===== config.mk =====
export PLATFORM = sky130hd
export DESIGN_NAME = tabular_q_learning_engine
export DESIGN_NICKNAME = d
export VERILOG_FILES = /design/src/rtl/core/tql_pkg.sv /design/src/rtl/core/tql_ram.sv /design/src/rtl/core/tql_mac.sv /design/src/rtl/core/tabular_q_learning_engine.sv
export SDC_FILE = /design/constraint.sdc
export NUM_CORES = 2
export LEC_CHECK = 0
export BUFFER_PORTS_ARGS = -buffer_cell sky130_fd_sc_hd__buf_2
export CORE_ASPECT_RATIO = 1.1
export CORE_MARGIN = 4
export CORE_UTILIZATION = 50
export CTS_CLUSTER_DIAMETER = 200
export DETAILED_ROUTE_END_ITERATION = 16
export GPL_TIMING_DRIVEN = 0
export MAX_ROUTING_LAYER = met4
export PLACE_DENSITY = 0.66
export SKIP_LAST_GASP = 1
export SYNTH_ARGS = -nofsm -noshare
export SYNTH_HDL_FRONTEND = slang
export SYNTH_HIERARCHICAL = 1
export SYNTH_SLANG_ARGS = --single-unit

===== constraint.sdc =====
create_clock -name i_clk -period 7.8 [get_ports i_clk]
set_input_delay 0.39 -clock i_clk [delete_from_list [all_inputs] [get_ports i_clk]]
set_output_delay 0.39 -clock i_clk [all_outputs]
set_load 0.02 [all_outputs]

===== src/rtl/core/tql_pkg.sv =====
// Shared constants, types and helper functions of the Q-learning engine.
`default_nettype none

package tql_pkg;

    // Table geometry.
    localparam int NUM_STATES  = 16;
    localparam int NUM_ACTIONS = 3;
    localparam int TBL_DEPTH   = NUM_STATES * NUM_ACTIONS;
    localparam int TBL_AW      = $clog2(TBL_DEPTH);

    // Field widths.
    localparam int STATE_W   = 4;
    localparam int ACT_W     = 2;
    localparam int CMD_W     = 2;
    localparam int VAL_W     = 16;
    localparam int RATE_W    = 16;
    localparam int BIAS_W    = 12;
    localparam int REWARD_W  = 14;
    localparam int COUNT_W   = 32;
    localparam int CFG_IDX_W = 3;
    localparam int CFG_DAT_W = 16;

    // Serial multiplier: unsigned Q0.16 multiplier times a signed multiplicand.
    localparam int MUL_W   = 16;
    localparam int MC_W    = 34;
    localparam int ACC_W   = 51;
    localparam int STEP_W  = $clog2(MUL_W + 1);
    localparam int DELTA_W = ACC_W - 32;
    localparam int SUM_W   = DELTA_W + 1;
    localparam int BEST_W  = VAL_W + 1;

    localparam logic signed [ACC_W-1:0] ROUND_HALF = ACC_W'(1) << 31;
    localparam logic signed [VAL_W-1:0] VAL_MAX    = 16'sh7FFF;
    localparam logic signed [VAL_W-1:0] VAL_MIN    = 16'sh8000;

    // Commands carried in tuser.
    localparam logic [CMD_W-1:0] CMD_SELECT = 2'd0;
    localparam logic [CMD_W-1:0] CMD_UPDATE = 2'd1;
    localparam logic [CMD_W-1:0] CMD_LOAD   = 2'd2;

    // Action codes.
    localparam logic [ACT_W-1:0] ACT_FIRST = 2'd0;
    localparam logic [ACT_W-1:0] ACT_MID   = 2'd1;
    localparam logic [ACT_W-1:0] ACT_LAST  = 2'd2;

    // Configuration register indexes.
    localparam logic [CFG_IDX_W-1:0] REG_LEARNING_RATE = 3'd0;
    localparam logic [CFG_IDX_W-1:0] REG_DISCOUNT      = 3'd1;
    localparam logic [CFG_IDX_W-1:0] REG_EXPLORE_DECAY = 3'd2;
    localparam logic [CFG_IDX_W-1:0] REG_EXPLORE_FLOOR = 3'd3;
    localparam logic [CFG_IDX_W-1:0] REG_EXPLORE_START = 3'd4;
    localparam logic [CFG_IDX_W-1:0] REG_FIRST_BIAS    = 3'd5;
    localparam logic [CFG_IDX_W-1:0] REG_LAST_BIAS     = 3'd6;

    // Register reset values.
    localparam logic [RATE_W-1:0] LEARNING_RATE_RST = 16'd6554;
    localparam logic [RATE_W-1:0] DISCOUNT_RST      = 16'd58982;
    localparam logic [RATE_W-1:0] EXPLORE_DECAY_RST = 16'd655;
    localparam logic [RATE_W-1:0] EXPLORE_FLOOR_RST = 16'd3277;
    localparam logic [RATE_W-1:0] EXPLORE_START_RST = 16'd32768;

    // Control and status between the sequencer and the serial multiplier.
    typedef struct packed {
        logic                    load;
        logic [MUL_W-1:0]        mult;
        logic [MC_W-1:0]         mcand;
        logic [ACC_W-1:0]        init;
    } t_mac_cmd;

    typedef struct packed {
        logic                    busy;
        logic [ACC_W-1:0]        acc;
    } t_mac_stat;

    // Action code three behaves as the last action.
    function automatic logic [ACT_W-1:0] clamp_act(input logic [ACT_W-1:0] a);
        return (a == 2'd3) ? ACT_LAST : a;
    endfunction

    // First table address of a row; the state wraps modulo the number of states.
    function automatic logic [TBL_AW-1:0] row_base(input logic [STATE_W-1:0] s);
        logic [STATE_W-1:0] v;
        logic [TBL_AW-1:0]  r;
        v = s;
        for (int i = 0; i < 8; i++) begin
            if (int'(v) >= NUM_STATES) begin
                v = v - STATE_W'(NUM_STATES);
            end
        end
        r = TBL_AW'(v);
        return (r << 1) + r;
    endfunction

endpackage

`default_nettype wire


===== src/rtl/core/tql_ram.sv =====
// Generic single-port-write, single-port-read RAM with registered read data.
`default_nettype none

module tql_ram #(
    parameter int WIDTH = 16,
    parameter int DEPTH = 48
) (
    input  wire logic                     i_clk,
    input  wire logic                     i_we,
    input  wire logic [$clog2(DEPTH)-1:0] i_waddr,
    input  wire logic [WIDTH-1:0]         i_wdata,
    input  wire logic [$clog2(DEPTH)-1:0] i_raddr,
    output logic      [WIDTH-1:0]         o_rdata
);

    logic [WIDTH-1:0] r_mem [DEPTH];

    always_ff @(posedge i_clk) begin
        if (i_we) begin
            r_mem[i_waddr] <= i_wdata;
        end
        o_rdata <= r_mem[i_raddr];
    end

endmodule

`default_nettype wire


===== src/rtl/core/tql_mac.sv =====
// Bit-serial shift-and-add multiply-accumulate unit, one multiplier bit per cycle.
`default_nettype none

module tql_mac (
    input  wire logic                i_clk,
    input  wire logic                i_rst_n,
    input  wire tql_pkg::t_mac_cmd   i_cmd,
    output tql_pkg::t_mac_stat       o_stat
);

    logic [tql_pkg::MUL_W-1:0]  r_mult,  n_mult;
    logic [tql_pkg::ACC_W-1:0]  r_mcand, n_mcand;
    logic [tql_pkg::ACC_W-1:0]  r_acc,   n_acc;
    logic [tql_pkg::STEP_W-1:0] r_cnt,   n_cnt;

    always_comb begin
        n_mult  = r_mult;
        n_mcand = r_mcand;
        n_acc   = r_acc;
        n_cnt   = r_cnt;
        if (i_cmd.load) begin
            n_mult  = i_cmd.mult;
            n_mcand = {{(tql_pkg::ACC_W - tql_pkg::MC_W){i_cmd.mcand[tql_pkg::MC_W-1]}},
                       i_cmd.mcand};
            n_acc   = i_cmd.init;
            n_cnt   = tql_pkg::STEP_W'(tql_pkg::MUL_W);
        end else if (r_cnt != '0) begin
            // Multiplier bits are consumed LSB first; the multiplicand doubles each step.
            if (r_mult[0]) begin
                n_acc = r_acc + r_mcand;
            end
            n_mcand = r_mcand << 1;
            n_mult  = r_mult >> 1;
            n_cnt   = r_cnt - 1'b1;
        end
    end

    always_ff @(posedge i_clk) begin
        if (!i_rst_n) begin
            r_cnt <= '0;
        end else begin
            r_cnt <= n_cnt;
        end
    end

    always_ff @(posedge i_clk) begin
        r_mult  <= n_mult;
        r_mcand <= n_mcand;
        r_acc   <= n_acc;
    end

    assign o_stat.busy = (r_cnt != '0);
    assign o_stat.acc  = r_acc;

endmodule

`default_nettype wire


===== src/rtl/core/tabular_q_learning_engine.sv =====
// Top level of the tabular Q-learning engine with epsilon-greedy action choice.
// One item is taken at a time; after it is accepted, s_axis_tready stays low until
// its result has moved into the output register, which holds it for the sink
// while the next item is already being worked on. A select that explores, a load
// and an unused command go straight to the result state, a greedy select makes
// three table reads through the registered RAM port, and a value update makes
// four table reads, then two passes through the bit-serial
// multiplier (discount times best next value, then learning rate times the
// temporal difference). The value table comes out of reset as all zero through
// per-entry valid bits, so no clearing pass is needed. Configuration writes are
// taken in every cycle outside reset and are meant to be issued while idle.
`default_nettype none

module tabular_q_learning_engine (
    input  wire logic        i_clk,
    input  wire logic        i_rst_n,
    // Input stream.
    input  wire logic        s_axis_tvalid,
    output logic             s_axis_tready,
    // tdata from bit 0 up: cur_state[3:0], act[5:4], reward[19:6], next_state[23:20],
    // load_value[39:24], rand_draw[55:40], rand_action[57:56], zero pad[63:58].
    input  wire logic [63:0] s_axis_tdata,
    // tuser: command[1:0].
    input  wire logic [1:0]  s_axis_tuser,
    // Result stream.
    output logic             m_axis_tvalid,
    input  wire logic        m_axis_tready,
    // tdata from bit 0 up: chosen_action[1:0], explored[2], entry_value[18:3],
    // explore_rate[34:19], update_count[66:35], zero pad[71:67].
    output logic [71:0]      m_axis_tdata,
    // Configuration write channel.
    input  wire logic        i_cfg_valid,
    output logic             o_cfg_ready,
    input  wire logic [2:0]  i_cfg_index,
    input  wire logic [15:0] i_cfg_data
);

    localparam logic [2:0] ST_IDLE   = 3'd0;
    localparam logic [2:0] ST_SEL    = 3'd1;
    localparam logic [2:0] ST_UPD_RD = 3'd2;
    localparam logic [2:0] ST_MUL1   = 3'd3;
    localparam logic [2:0] ST_MUL2   = 3'd4;
    localparam logic [2:0] ST_RES    = 3'd5;

    // Input field views.
    logic [tql_pkg::CMD_W-1:0]           in_cmd;
    logic [tql_pkg::STATE_W-1:0]         in_state;
    logic [tql_pkg::ACT_W-1:0]           in_act;
    logic signed [tql_pkg::REWARD_W-1:0] in_reward;
    logic [tql_pkg::STATE_W-1:0]         in_next;
    logic [tql_pkg::VAL_W-1:0]           in_load;
    logic [tql_pkg::RATE_W-1:0]          in_draw;
    logic [tql_pkg::ACT_W-1:0]           in_rand_act;
    logic                                in_acc;
    logic                                cfg_acc;

    assign in_cmd      = s_axis_tuser;
    assign in_state    = s_axis_tdata[3:0];
    assign in_act      = s_axis_tdata[5:4];
    assign in_reward   = s_axis_tdata[19:6];
    assign in_next     = s_axis_tdata[23:20];
    assign in_load     = s_axis_tdata[39:24];
    assign in_draw     = s_axis_tdata[55:40];
    assign in_rand_act = s_axis_tdata[57:56];

    // Control state.
    logic [2:0]                        r_state, n_state;
    logic [2:0]                        r_step,  n_step;
    logic [tql_pkg::TBL_DEPTH-1:0]     r_valid, n_valid;
    logic                              r_rd_vld;
    logic                              r_out_valid, n_out_valid;

    // Configuration and learner state.
    logic [tql_pkg::RATE_W-1:0]  r_lr,    n_lr;
    logic [tql_pkg::RATE_W-1:0]  r_disc,  n_disc;
    logic [tql_pkg::RATE_W-1:0]  r_decay, n_decay;
    logic [tql_pkg::RATE_W-1:0]  r_floor, n_floor;
    logic [tql_pkg::BIAS_W-1:0]  r_bias0, n_bias0;
    logic [tql_pkg::BIAS_W-1:0]  r_bias2, n_bias2;
    logic [tql_pkg::RATE_W-1:0]  r_level, n_level;
    logic [tql_pkg::COUNT_W-1:0] r_count, n_count;

    // Item and work registers.
    logic [tql_pkg::TBL_AW-1:0]          r_entry_addr, n_entry_addr;
    logic [tql_pkg::TBL_AW-1:0]          r_base,       n_base;
    logic signed [tql_pkg::REWARD_W-1:0] r_reward,     n_reward;
    logic signed [tql_pkg::BEST_W-1:0]   r_best,       n_best;
    logic [tql_pkg::ACT_W-1:0]           r_best_idx,   n_best_idx;
    logic signed [tql_pkg::VAL_W-1:0]    r_maxn,       n_maxn;
    logic signed [tql_pkg::VAL_W-1:0]    r_q,          n_q;
    logic [tql_pkg::ACT_W-1:0]           r_res_chosen, n_res_chosen;
    logic                                r_res_expl,   n_res_expl;
    logic [tql_pkg::VAL_W-1:0]           r_res_entry,  n_res_entry;

    // Output register.
    logic [tql_pkg::ACT_W-1:0]   r_out_chosen, n_out_chosen;
    logic                        r_out_expl,   n_out_expl;
    logic [tql_pkg::VAL_W-1:0]   r_out_entry,  n_out_entry;
    logic [tql_pkg::RATE_W-1:0]  r_out_rate,   n_out_rate;
    logic [tql_pkg::COUNT_W-1:0] r_out_count,  n_out_count;

    // Table RAM.
    logic                       ram_we;
    logic [tql_pkg::TBL_AW-1:0] ram_waddr;
    logic [tql_pkg::VAL_W-1:0]  ram_wdata;
    logic [tql_pkg::TBL_AW-1:0] ram_raddr;
    logic [tql_pkg::VAL_W-1:0]  ram_q;
    logic signed [tql_pkg::VAL_W-1:0] rd_val;

    // Multiplier.
    tql_pkg::t_mac_cmd  mac_cmd;
    tql_pkg::t_mac_stat mac_stat;

    // Datapath helpers.
    logic [tql_pkg::BIAS_W-1:0]         sel_bias;
    logic signed [tql_pkg::BEST_W-1:0]  sel_sum;
    logic [tql_pkg::ACC_W-1:0]          td_init;
    logic signed [tql_pkg::DELTA_W-1:0] delta;
    logic signed [tql_pkg::SUM_W-1:0]   upd_sum;
    logic signed [tql_pkg::VAL_W-1:0]   upd_val;
    logic signed [tql_pkg::RATE_W:0]    lvl_diff;
    logic [tql_pkg::RATE_W-1:0]         lvl_new;
    logic [tql_pkg::TBL_AW-1:0]         in_addr;

    assign s_axis_tready = i_rst_n && (r_state == ST_IDLE);
    assign o_cfg_ready   = i_rst_n;
    assign in_acc        = s_axis_tvalid && s_axis_tready;
    assign cfg_acc       = i_cfg_valid && o_cfg_ready;

    // An entry never written since reset reads as zero.
    assign rd_val = r_rd_vld ? ram_q : '0;

    assign in_addr = tql_pkg::row_base(in_state)
                   + tql_pkg::TBL_AW'(tql_pkg::clamp_act(in_act));

    // The biases apply to the first and the last action of the row.
    assign sel_bias = (r_step == 3'd1) ? r_bias0 :
                      (r_step == 3'd3) ? r_bias2 : '0;
    assign sel_sum  = tql_pkg::BEST_W'(rd_val) + tql_pkg::BEST_W'(sel_bias);

    // reward * 2^16 - Q * 2^16 seeds the first product.
    assign td_init = (tql_pkg::ACC_W'(r_reward) << 16) - (tql_pkg::ACC_W'(rd_val) << 16);

    // The accumulator already holds lr * td + 2^31; its top bits are the rounded step.
    assign delta   = mac_stat.acc[tql_pkg::ACC_W-1:32];
    assign upd_sum = tql_pkg::SUM_W'(r_q) + tql_pkg::SUM_W'(delta);
    assign upd_val = (upd_sum > tql_pkg::SUM_W'(tql_pkg::VAL_MAX)) ? tql_pkg::VAL_MAX :
                     (upd_sum < tql_pkg::SUM_W'(tql_pkg::VAL_MIN)) ? tql_pkg::VAL_MIN :
                     upd_sum[tql_pkg::VAL_W-1:0];

    // Decay is computed signed so that a level below the floor rises to it.
    assign lvl_diff = $signed({1'b0, r_level}) - $signed({1'b0, r_decay});
    assign lvl_new  = (lvl_diff < $signed({1'b0, r_floor})) ? r_floor
                                                             : lvl_diff[tql_pkg::RATE_W-1:0];

    always_comb begin
        n_state      = r_state;
        n_step       = r_step;
        n_valid      = r_valid;
        n_out_valid  = r_out_valid;
        n_lr         = r_lr;
        n_disc       = r_disc;
        n_decay      = r_decay;
        n_floor      = r_floor;
        n_bias0      = r_bias0;
        n_bias2      = r_bias2;
        n_level      = r_level;
        n_count      = r_count;
        n_entry_addr = r_entry_addr;
        n_base       = r_base;
        n_reward     = r_reward;
        n_best       = r_best;
        n_best_idx   = r_best_idx;
        n_maxn       = r_maxn;
        n_q          = r_q;
        n_res_chosen = r_res_chosen;
        n_res_expl   = r_res_expl;
        n_res_entry  = r_res_entry;
        n_out_chosen = r_out_chosen;
        n_out_expl   = r_out_expl;
        n_out_entry  = r_out_entry;
        n_out_rate   = r_out_rate;
        n_out_count  = r_out_count;

        ram_we    = 1'b0;
        ram_waddr = r_entry_addr;
        ram_wdata = upd_val;
        ram_raddr = r_base + tql_pkg::TBL_AW'(r_step);

        mac_cmd       = '0;
        mac_cmd.mult  = r_disc;
        mac_cmd.mcand = tql_pkg::MC_W'(r_maxn);
        mac_cmd.init  = td_init;

        if (m_axis_tready) begin
            n_out_valid = 1'b0;
        end

        if (cfg_acc) begin
            case (i_cfg_index)
                tql_pkg::REG_LEARNING_RATE: n_lr    = i_cfg_data;
                tql_pkg::REG_DISCOUNT:      n_disc  = i_cfg_data;
                tql_pkg::REG_EXPLORE_DECAY: n_decay = i_cfg_data;
                tql_pkg::REG_EXPLORE_FLOOR: n_floor = i_cfg_data;
                tql_pkg::REG_EXPLORE_START: n_level = i_cfg_data;
                tql_pkg::REG_FIRST_BIAS:    n_bias0 = i_cfg_data[tql_pkg::BIAS_W-1:0];
                tql_pkg::REG_LAST_BIAS:     n_bias2 = i_cfg_data[tql_pkg::BIAS_W-1:0];
                default: ;
            endcase
        end

        case (r_state)
            ST_IDLE: begin
                if (in_acc) begin
                    n_entry_addr = in_addr;
                    n_reward     = in_reward;
                    n_step       = '0;
                    n_res_chosen = tql_pkg::clamp_act(in_act);
                    n_res_expl   = 1'b0;
                    n_res_entry  = '0;
                    case (in_cmd)
                        tql_pkg::CMD_SELECT: begin
                            if (in_draw < r_level) begin
                                n_res_chosen = tql_pkg::clamp_act(in_rand_act);
                                n_res_expl   = 1'b1;
                                n_state      = ST_RES;
                            end else begin
                                n_base  = tql_pkg::row_base(in_state);
                                n_state = ST_SEL;
                            end
                        end
                        tql_pkg::CMD_UPDATE: begin
                            n_base  = tql_pkg::row_base(in_next);
                            n_state = ST_UPD_RD;
                        end
                        tql_pkg::CMD_LOAD: begin
                            ram_we           = 1'b1;
                            ram_waddr        = in_addr;
                            ram_wdata        = in_load;
                            n_valid[in_addr] = 1'b1;
                            n_res_entry      = in_load;
                            n_state          = ST_RES;
                        end
                        default: begin
                            n_state = ST_RES;
                        end
                    endcase
                end
            end

            ST_SEL: begin
                // Reads go out on steps 0 to 2; their data comes back through the registered RAM port.
                n_step = r_step + 3'd1;
                case (r_step)
                    3'd1: begin
                        n_best     = sel_sum;
                        n_best_idx = tql_pkg::ACT_FIRST;
                    end
                    3'd2: begin
                        if (sel_sum > r_best) begin
                            n_best     = sel_sum;
                            n_best_idx = tql_pkg::ACT_MID;
                        end
                    end
                    3'd3: begin
                        n_res_chosen = (sel_sum > r_best) ? tql_pkg::ACT_LAST : r_best_idx;
                        n_state      = ST_RES;
                    end
                    default: ;
                endcase
            end

            ST_UPD_RD: begin
                // Steps 0 to 2 read the next row, step 3 reads the entry to update.
                n_step = r_step + 3'd1;
                if (r_step == 3'd3) begin
                    ram_raddr = r_entry_addr;
                end
                case (r_step)
                    3'd1: n_maxn = rd_val;
                    3'd2, 3'd3: begin
                        if (rd_val > r_maxn) begin
                            n_maxn = rd_val;
                        end
                    end
                    3'd4: begin
                        n_q          = rd_val;
                        mac_cmd.load = 1'b1;
                        n_state      = ST_MUL1;
                    end
                    default: ;
                endcase
            end

            ST_MUL1: begin
                if (!mac_stat.busy) begin
                    // The finished accumulator is the temporal difference.
                    mac_cmd.load  = 1'b1;
                    mac_cmd.mult  = r_lr;
                    mac_cmd.mcand = mac_stat.acc[tql_pkg::MC_W-1:0];
                    mac_cmd.init  = tql_pkg::ROUND_HALF;
                    n_state       = ST_MUL2;
                end
            end

            ST_MUL2: begin
                if (!mac_stat.busy) begin
                    ram_we                = 1'b1;
                    n_valid[r_entry_addr] = 1'b1;
                    n_res_entry           = upd_val;
                    n_level               = lvl_new;
                    n_count               = r_count + 1'b1;
                    n_state               = ST_RES;
                end
            end

            ST_RES: begin
                if (!r_out_valid || m_axis_tready) begin
                    n_out_valid  = 1'b1;
                    n_out_chosen = r_res_chosen;
                    n_out_expl   = r_res_expl;
                    n_out_entry  = r_res_entry;
                    n_out_rate   = r_level;
                    n_out_count  = r_count;
                    n_state      = ST_IDLE;
                end
            end

            default: begin
                n_state = ST_IDLE;
            end
        endcase
    end

    always_ff @(posedge i_clk) begin
        if (!i_rst_n) begin
            r_state     <= ST_IDLE;
            r_step      <= '0;
            r_valid     <= '0;
            r_out_valid <= 1'b0;
            r_lr        <= tql_pkg::LEARNING_RATE_RST;
            r_disc      <= tql_pkg::DISCOUNT_RST;
            r_decay     <= tql_pkg::EXPLORE_DECAY_RST;
            r_floor     <= tql_pkg::EXPLORE_FLOOR_RST;
            r_bias0     <= '0;
            r_bias2     <= '0;
            r_level     <= tql_pkg::EXPLORE_START_RST;
            r_count     <= '0;
        end else begin
            r_state     <= n_state;
            r_step      <= n_step;
            r_valid     <= n_valid;
            r_out_valid <= n_out_valid;
            r_lr        <= n_lr;
            r_disc      <= n_disc;
            r_decay     <= n_decay;
            r_floor     <= n_floor;
            r_bias0     <= n_bias0;
            r_bias2     <= n_bias2;
            r_level     <= n_level;
            r_count     <= n_count;
        end
    end

    always_ff @(posedge i_clk) begin
        r_rd_vld     <= r_valid[ram_raddr];
        r_entry_addr <= n_entry_addr;
        r_base       <= n_base;
        r_reward     <= n_reward;
        r_best       <= n_best;
        r_best_idx   <= n_best_idx;
        r_maxn       <= n_maxn;
        r_q          <= n_q;
        r_res_chosen <= n_res_chosen;
        r_res_expl   <= n_res_expl;
        r_res_entry  <= n_res_entry;
        r_out_chosen <= n_out_chosen;
        r_out_expl   <= n_out_expl;
        r_out_entry  <= n_out_entry;
        r_out_rate   <= n_out_rate;
        r_out_count  <= n_out_count;
    end

    tql_ram #(
        .WIDTH (tql_pkg::VAL_W),
        .DEPTH (tql_pkg::TBL_DEPTH)
    ) u_table (
        .i_clk   (i_clk),
        .i_we    (ram_we),
        .i_waddr (ram_waddr),
        .i_wdata (ram_wdata),
        .i_raddr (ram_raddr),
        .o_rdata (ram_q)
    );

    tql_mac u_mac (
        .i_clk   (i_clk),
        .i_rst_n (i_rst_n),
        .i_cmd   (mac_cmd),
        .o_stat  (mac_stat)
    );

    assign m_axis_tvalid = r_out_valid;
    assign m_axis_tdata  = {5'b0, r_out_count, r_out_rate, r_out_entry, r_out_expl,
                            r_out_chosen};

endmodule

`default_nettype wire


[After elaboration in Yosys (flattened, before gate mapping)]
Memory sizes are Yosys's and may differ from the RTL's. A register that Yosys moved wholly into a read port is not among the register bits.
Cells that the tools add are included.
Word-level totals
  memories: 1
  bits in writable memories: 768
  word-level logic and storage cells: 213
  bits of input ports: 90
  output and inout port bits: 75
  register bits: 478
Memories
  u_table.r_mem: words 48, bits a word 16, read ports 1, clocked after memory_dff 1, write ports 1, line tql_ram.sv:16  | logic [WIDTH-1:0] r_mem [DEPTH];
Operators by class
  mux-type cells: 82
  equal/unequal tests: 29
  order comparisons: 11
  bitwise logic cells: 4
  reduce and logical (&&, ||, !) cells: 41
  $add $sub $neg: 12
Operator list (count)
  2-to-1 mux 16 bit: 17
  2-to-1 mux 51 bit: 5
  2-to-1 mux 48 bit: 3
  2-to-1 mux 102 bit: 1
  2-to-1 mux 101 bit: 1
  OR 48 bit: 2
  one-hot mux 48 bit (2 select lines): 1
  one-hot mux 16 bit (2 select lines): 2
  adder 51 bit: 1
  2-to-1 mux 6 bit: 6
  one-hot mux 17 bit (2 select lines): 1
  subtractor 30 x 32 -> 33 bit: 1
  adder 32 x 1 -> 32 bit (second input constant): 1
  2-to-1 mux 12 bit: 2
  2-to-1 mux 3 bit: 8
  AND reduction 2 bit: 12
  < comparator 6 x 7 -> 1 bit (second input constant): 3
  adder 16 x 19 -> 20 bit: 1
  > comparator 20 x 16 -> 1 bit (second input constant): 1
  < comparator 20 x 16 -> 1 bit (second input constant): 1
  equality test 3 x 2 -> 1 bit (second input constant): 6
  equality test 3 bit (second input constant): 6
  one-hot mux 3 bit (6 select lines): 1
  adder 16 x 13 -> 17 bit: 1
  38 further kinds: 95

[Longest topological paths before layout]
  depth in word-level cells: 11
  mapped depth: 27
  mapped depth without buffers: 26

[Cells and area by module]
Netlist, hierarchy kept.
By module, submodules not included
  tql_ram: times used 1, cells each 1496, area an instance 30279.0 µm², seq. area each 23382.4 µm²
  tabular_q_learning_engine: times used 1, cells each 2193, area an instance 19890.3 µm², seq. area each 8708.4 µm²
  tql_mac: times used 1, cells each 779, area an instance 7897.6 µm², seq. area each 3643.5 µm²

[Worst setup path before layout]
Ideal clock, no wire load.
  path type: register to register
  start point: reg r_step[1]
  end point: reg r_best[0] in the netlist's numbering (enable)
  path slack: 1.988 ns
  stages on the path, launching flop included: 25
  period minus slack after synthesis: 5.812 ns
  arrival: 5.413 ns
  path through: dfxtp_1 > ha_1 > ha_1 > clkbuf_1 > clkbuf_1 > nand2_1 > o21ai_0 > ha_1 > a21o_1 > a21oi_1 > nor2b_1 > o21ai_0 > a211oi_1 > o41ai_1 > a21boi_0 > o211ai_1 > xnor2_1 > ha_1 > nand4_1 > nor2_1 > nand2_1 > a21oi_1 > a2111oi_0 > o22a_1 > a21oi_1
Between the ends
  longest elaborated chain between the ends: 7
  elaborated cells on any way between the ends: 10
  classes of those cells: 1 x add/sub; 1 x order compare; 4 x eq/ne; 2 x mux; 2 x reduce/logical
RTL lines
  from (decl): line tabular_q_learning_engine.sv:68  | logic [2:0] r_step, n_step;
  from (signal assigned): line tabular_q_learning_engine.sv:351  | r_step <= n_step;
  equality test 3 x 2 -> 1 bit: line tabular_q_learning_engine.sv:138  | (r_step == 3'd3) ? r_bias2 : '0;
  2-to-1 mux 12 bit: line tabular_q_learning_engine.sv:138
  2-to-1 mux 12 bit (*): line tabular_q_learning_engine.sv:137  | assign sel_bias = (r_step == 3'd1) ? r_bias0 :
  adder 16 x 13 -> 17 bit (*): line tabular_q_learning_engine.sv:139  | assign sel_sum = tql_pkg::BEST_W'(rd_val) + tql_pkg::BEST_W'(sel_bias);
  named net sel_sum (one bit): line tabular_q_learning_engine.sv:116  | logic signed [tql_pkg::BEST_W-1:0] sel_sum;
  > comparator 17 bit (*): line tabular_q_learning_engine.sv:260  | if (sel_sum > r_best) begin
  inequality test 2 bit (no source line) (*)
  AND reduction 3 bit (no source line) (*)
  to (signal assigned): line tabular_q_learning_engine.sv:370  | r_best <= n_best;
  to (decl): line tabular_q_learning_engine.sv:87  | logic signed [tql_pkg::BEST_W-1:0] r_best, n_best;
Mark *: on every way through the listed nets, which the timed path passes. The rest lies on a longest branch.
A chain may end at the register's enable or synchronous reset.

[Final worst setup path]
  start point: reg r_step[1]
  end point: reg r_best[4] in the netlist's numbering (enable)
Same word-level chain as after synthesis.

==> impl_metrics.tcl <==
set metrics [dict create \
    status "complete, no violations" \
    async_flop_share_pct 0 \
    max_freq_mhz 146 \
    ys.flop_type "edfxtp_1" \
    hold_path.class "in -> reg" \
    fin_crit_ns 6.87 \
    ir_worst_vdd_v 0.000571 \
    worstSetupPathType "reg -> reg" \
    track_usage_pct 27.3 \
    coreArea_um2 115000 \
    power_frac_seq_pct 36.9 \
    final.fill_count 9252 \
    crit_path_max_fanout 10 \
    fin_nets 5195 \
    antenna_found_initial 17 \
    crit_required_ns 8.31 \
    via_count 38900 \
    swShare_pct 37.4 \
    p_leak_nw 24.6 \
    hold_violations 0 \
    synth_edf_count 1048 \
    clkSlewWorstSetupHoldPaths_ns 0.06 \
    hold-path-cell-count 2 \
    cp_slowest_cell "o41ai_1" \
    root_buffer "clkbuf_16" \
    synthCells 4468 \
    grt_pass1_vias 37800 \
    min_period_over_period_pct 88.0 \
    yosys-top-cells-count "1048 x edfxtp_1, 462 x nand2_1, 339 x mux2i_1, 272 x nor2_1, 257 x a21oi_1" \
    min_from "s_axis_tdata[24]" \
    setup_tns_ns 0 \
    h-tree-depth 4 \
    yosysMostFrequentCell "edfxtp_1" \
    pin_count 165 \
    fin_skew_ns 0.0308 \
    place_inst 6230 \
    cts.sink_count 1261 \
    wl_per_cell_um 25.1 \
    synth_top_cell_by_area "edfxtp_1" \
    port_buffers 153 \
    yosys-top-cells-area "edfxtp_1 54%, dfxtp_1 7.3%, mux2i_1 5.8%, ha_1 4.3%, mux4_2 3.1%" \
    start_kind "flip-flop" \
    power_switching_mw 10.4 \
    p_clk_share_pct 22.2 \
    initial_core_util_pct 50.6 \
    cellInternalPower_mw 17.5 \
    grtUsageMet2_pct 44.4 \
    setup_viol 0 \
    core.rowCount 130 \
    drtPass1Iterations 7 \
    dpl.hpwl_um 117000 \
    gp_congestion 0.948 \
    critPathBufInv 3 \
    clk_path_buf_depth 3 \
    hold_end "r_res_entry[0]" \
    routed_wirelength_um 164000 \
    worst_slew_margin_rel_pct 23.6 \
    fin_cells 6532 \
    die_area_um2 122000 \
    dieWidth_um 333 \
    cp_cell_sequence "ha_1 > ha_1 > clkbuf_1 > clkbuf_1 > nand2_1 > o21ai_0 > ha_1 > a21o_1 > a21oi_1 > nor2b_1 > o21ai_0 > a211oi_1 > o41ai_1 > a21boi_0 > nor2_1 > ha_1 > a21o_1 > a211o_1 > a21o_1 > a21o_1 > a2111oi_0 > o22a_1 > a21oi_2 > buf_6" \
    reg2reg_from "r_step[1]" \
    top_usage_layer "met2" \
    maxCapViolCount 0 \
    rsz0062_at_grt "no" \
    max_slew.worst_pin.slew_ns 1.15 \
    syn_area_per_cell_um2 13.0 \
    combPwrFrac_pct 40.8 \
    cp-end-kind "flip-flop" \
    drv_slew 0 \
    worstRegToRegCells 24 \
    cp_top_family "compound AO/OA/AOI/OAI gates" \
    grt_max_degree 52 \
    numCtsBuffers 136 \
    drive_gt1_share_pct 14.9 \
    synth_seq_cells 1261 \
    vias_per_cell 5.95 \
    drt-initial-drc-count 4015 \
    power_density_nw_per_um2 416 \
    power.total_mw 27.9 \
    grt_pass1_wl_um 241000 \
    gr-usage-met3_pct 4.24 \
    ant_nets 0 \
    yosysWarnings 6 \
    die_h_um 365 \
    area_delta_synth_final_pct 15.6 \
    worstPathArrival_ns 7.37 \
    timing.rr.end "r_best[4]" \
    syn-cell-area_um2 58100 \
    drc 0 \
    rrSetupSlack_ns 0.93 \
    slowest_delay_ns 0.67 \
    ys_types 90 \
    synth.yosys.seq_area_share_pct 61.5 \
    grt_overflow_total 0 \
    grtUsageMet1_pct 34.8 \
    clk_latency_ns 0.77 \
    synth_top_area_share_pct 54.2 \
    cts_tree "built" \
]
==> metrics by stage <==
step                cell area [um2]  utilization, %  hold slack [ns]  setup WS [ns]
floorplan                     58100               -            0.400           1.99
global placement              60800            53.0            0.400        -0.0947
detailed placement            62300            54.3            0.413           1.02
CTS                           67100            58.4          0.00963           1.00
global route                  67100            58.4           0.0454          0.552
finish                        67100            58.4           0.0408          0.934
==> power groups by stage <==
stage                     sequential (mW)  combinational [mW]  clock [mW]
final                                10.3                11.4        6.21
after global routing                 10.4                12.3        6.59
after floorplan                      10.4                7.10           0
after global placement               10.7                10.4           0
after detailed placement             10.5                11.2           0
after CTS                            10.3                11.3        6.32
==> final cells by class <==
class	instances	area (um2)	share of cell area, %
clock buffer	170	3610	5.38
tap	1518	1900	2.83
multi-input combinational	2818	20900	31.1
timing repair buffer	270	2510	3.75
sequential	1261	35700	53.3
buffer	230	1120	1.67
clock inverter	73	652	0.971
inverter	179	672	1.00
antenna	13	32.5	0.0485
==> worst max path at each step <==
stage                     slack, ns             from                   to  cells after the start
final                          0.93        r_step[1]            r_best[4]                     24
after global routing           0.55        r_step[1]            r_best[4]                     25
after CTS                      1.00        r_step[1]            r_best[4]                     24
after detailed placement       1.02        r_step[1]            r_best[4]                     24
after global placement        -0.09  u_mac/r_acc[32]  u_table/r_mem[2][2]                     13
after floorplan                1.99        r_step[1]            r_best[0]                     24
==> timing repair <==
item / CTS / global route
buffers inserted: 0 / 0
resized for setup: 0 / 0
endpoints found under the hold margin: 91 / 0
hold buffers: 46 / 0
==> registers in the layout, summed over array words and instances (netlist names), 17 cells and up <==
| signal | flops |
|---|---|
| r_valid | 48 |
| r_best | 17 |
| r_count | 32 |
| u_mac/r_acc | 51 |
| r_out_count | 32 |
| u_table/r_mem | 768 |
| u_mac/r_mcand | 51 |
==> metal layers <==
metal	vias to the layer above	wire (um)
met4	0	6610
met2	1582	79100
li1	17700	-
met5	-	0
met3	316	11600
met1	19300	66800
==> cells in the final DEF, fill, tap and decap left out, drive strengths merged, types with 13 or more instances in the layout <==
| cell | synthesis | final |
|---|---|---|
| or2 | 13 | 13 |
| a31oi | 20 | 20 |
| o41ai | 18 | 18 |
| nand3 | 80 | 80 |
| ha | 200 | 200 |
| clkbuf | 137 | 307 |
| o21a | 22 | 22 |
| o21ai | 174 | 174 |
| a221oi | 35 | 35 |
| o211ai | 24 | 24 |
| mux4 | 80 | 80 |
| conb | 1 | 21 |
| or3 | 25 | 25 |
| dlygate4sd3 | 0 | 46 |
| xnor2 | 72 | 72 |
| buf | 93 | 317 |
| nand2 | 467 | 467 |
| mux2i | 340 | 340 |
| inv | 179 | 185 |
| and2 | 22 | 22 |
| a22o | 45 | 45 |
| and3 | 17 | 17 |
| nor3 | 45 | 45 |
| nor2 | 275 | 275 |
| nand2b | 26 | 26 |
| o21bai | 13 | 13 |
| edfxtp | 1048 | 1048 |
| nor2b | 28 | 28 |
| nand4 | 32 | 32 |
| mux2 | 65 | 65 |
| o22ai | 64 | 64 |
| diode | 0 | 13 |
| dfxtp | 213 | 213 |
| a21oi | 258 | 258 |
| a211oi | 23 | 23 |
| clkinv | 0 | 58 |
| a21o | 57 | 57 |
| xor2 | 61 | 61 |
| a22oi | 65 | 65 |
==> logic make-up after synthesis <==
logic type               after synthesis  share of synthesized area (%)
AO/OA/AOI/OAI                        905                           10.4
XOR/XNOR                             133                           2.01
multiplexers                         485                           10.2
other                                  1                        0.00646
adder cells (fa/ha/maj)              209                           4.62
AND/OR/NAND/NOR                     1065                           8.15
buffers and inverters                409                           3.09
flip-flops                          1261                           61.5
==> worst reg2reg max path: cells and delay by family, from the launching register on <==
kind	cells	cell delay [ns]
AOI/OAI and AO/OA	14	3.81
adders and majority gates	4	0.92
and+or+nand+nor	3	0.40
buffers and inverters	3	1.02
DFF	1	0.47
(Power assumes the default switching activity.)
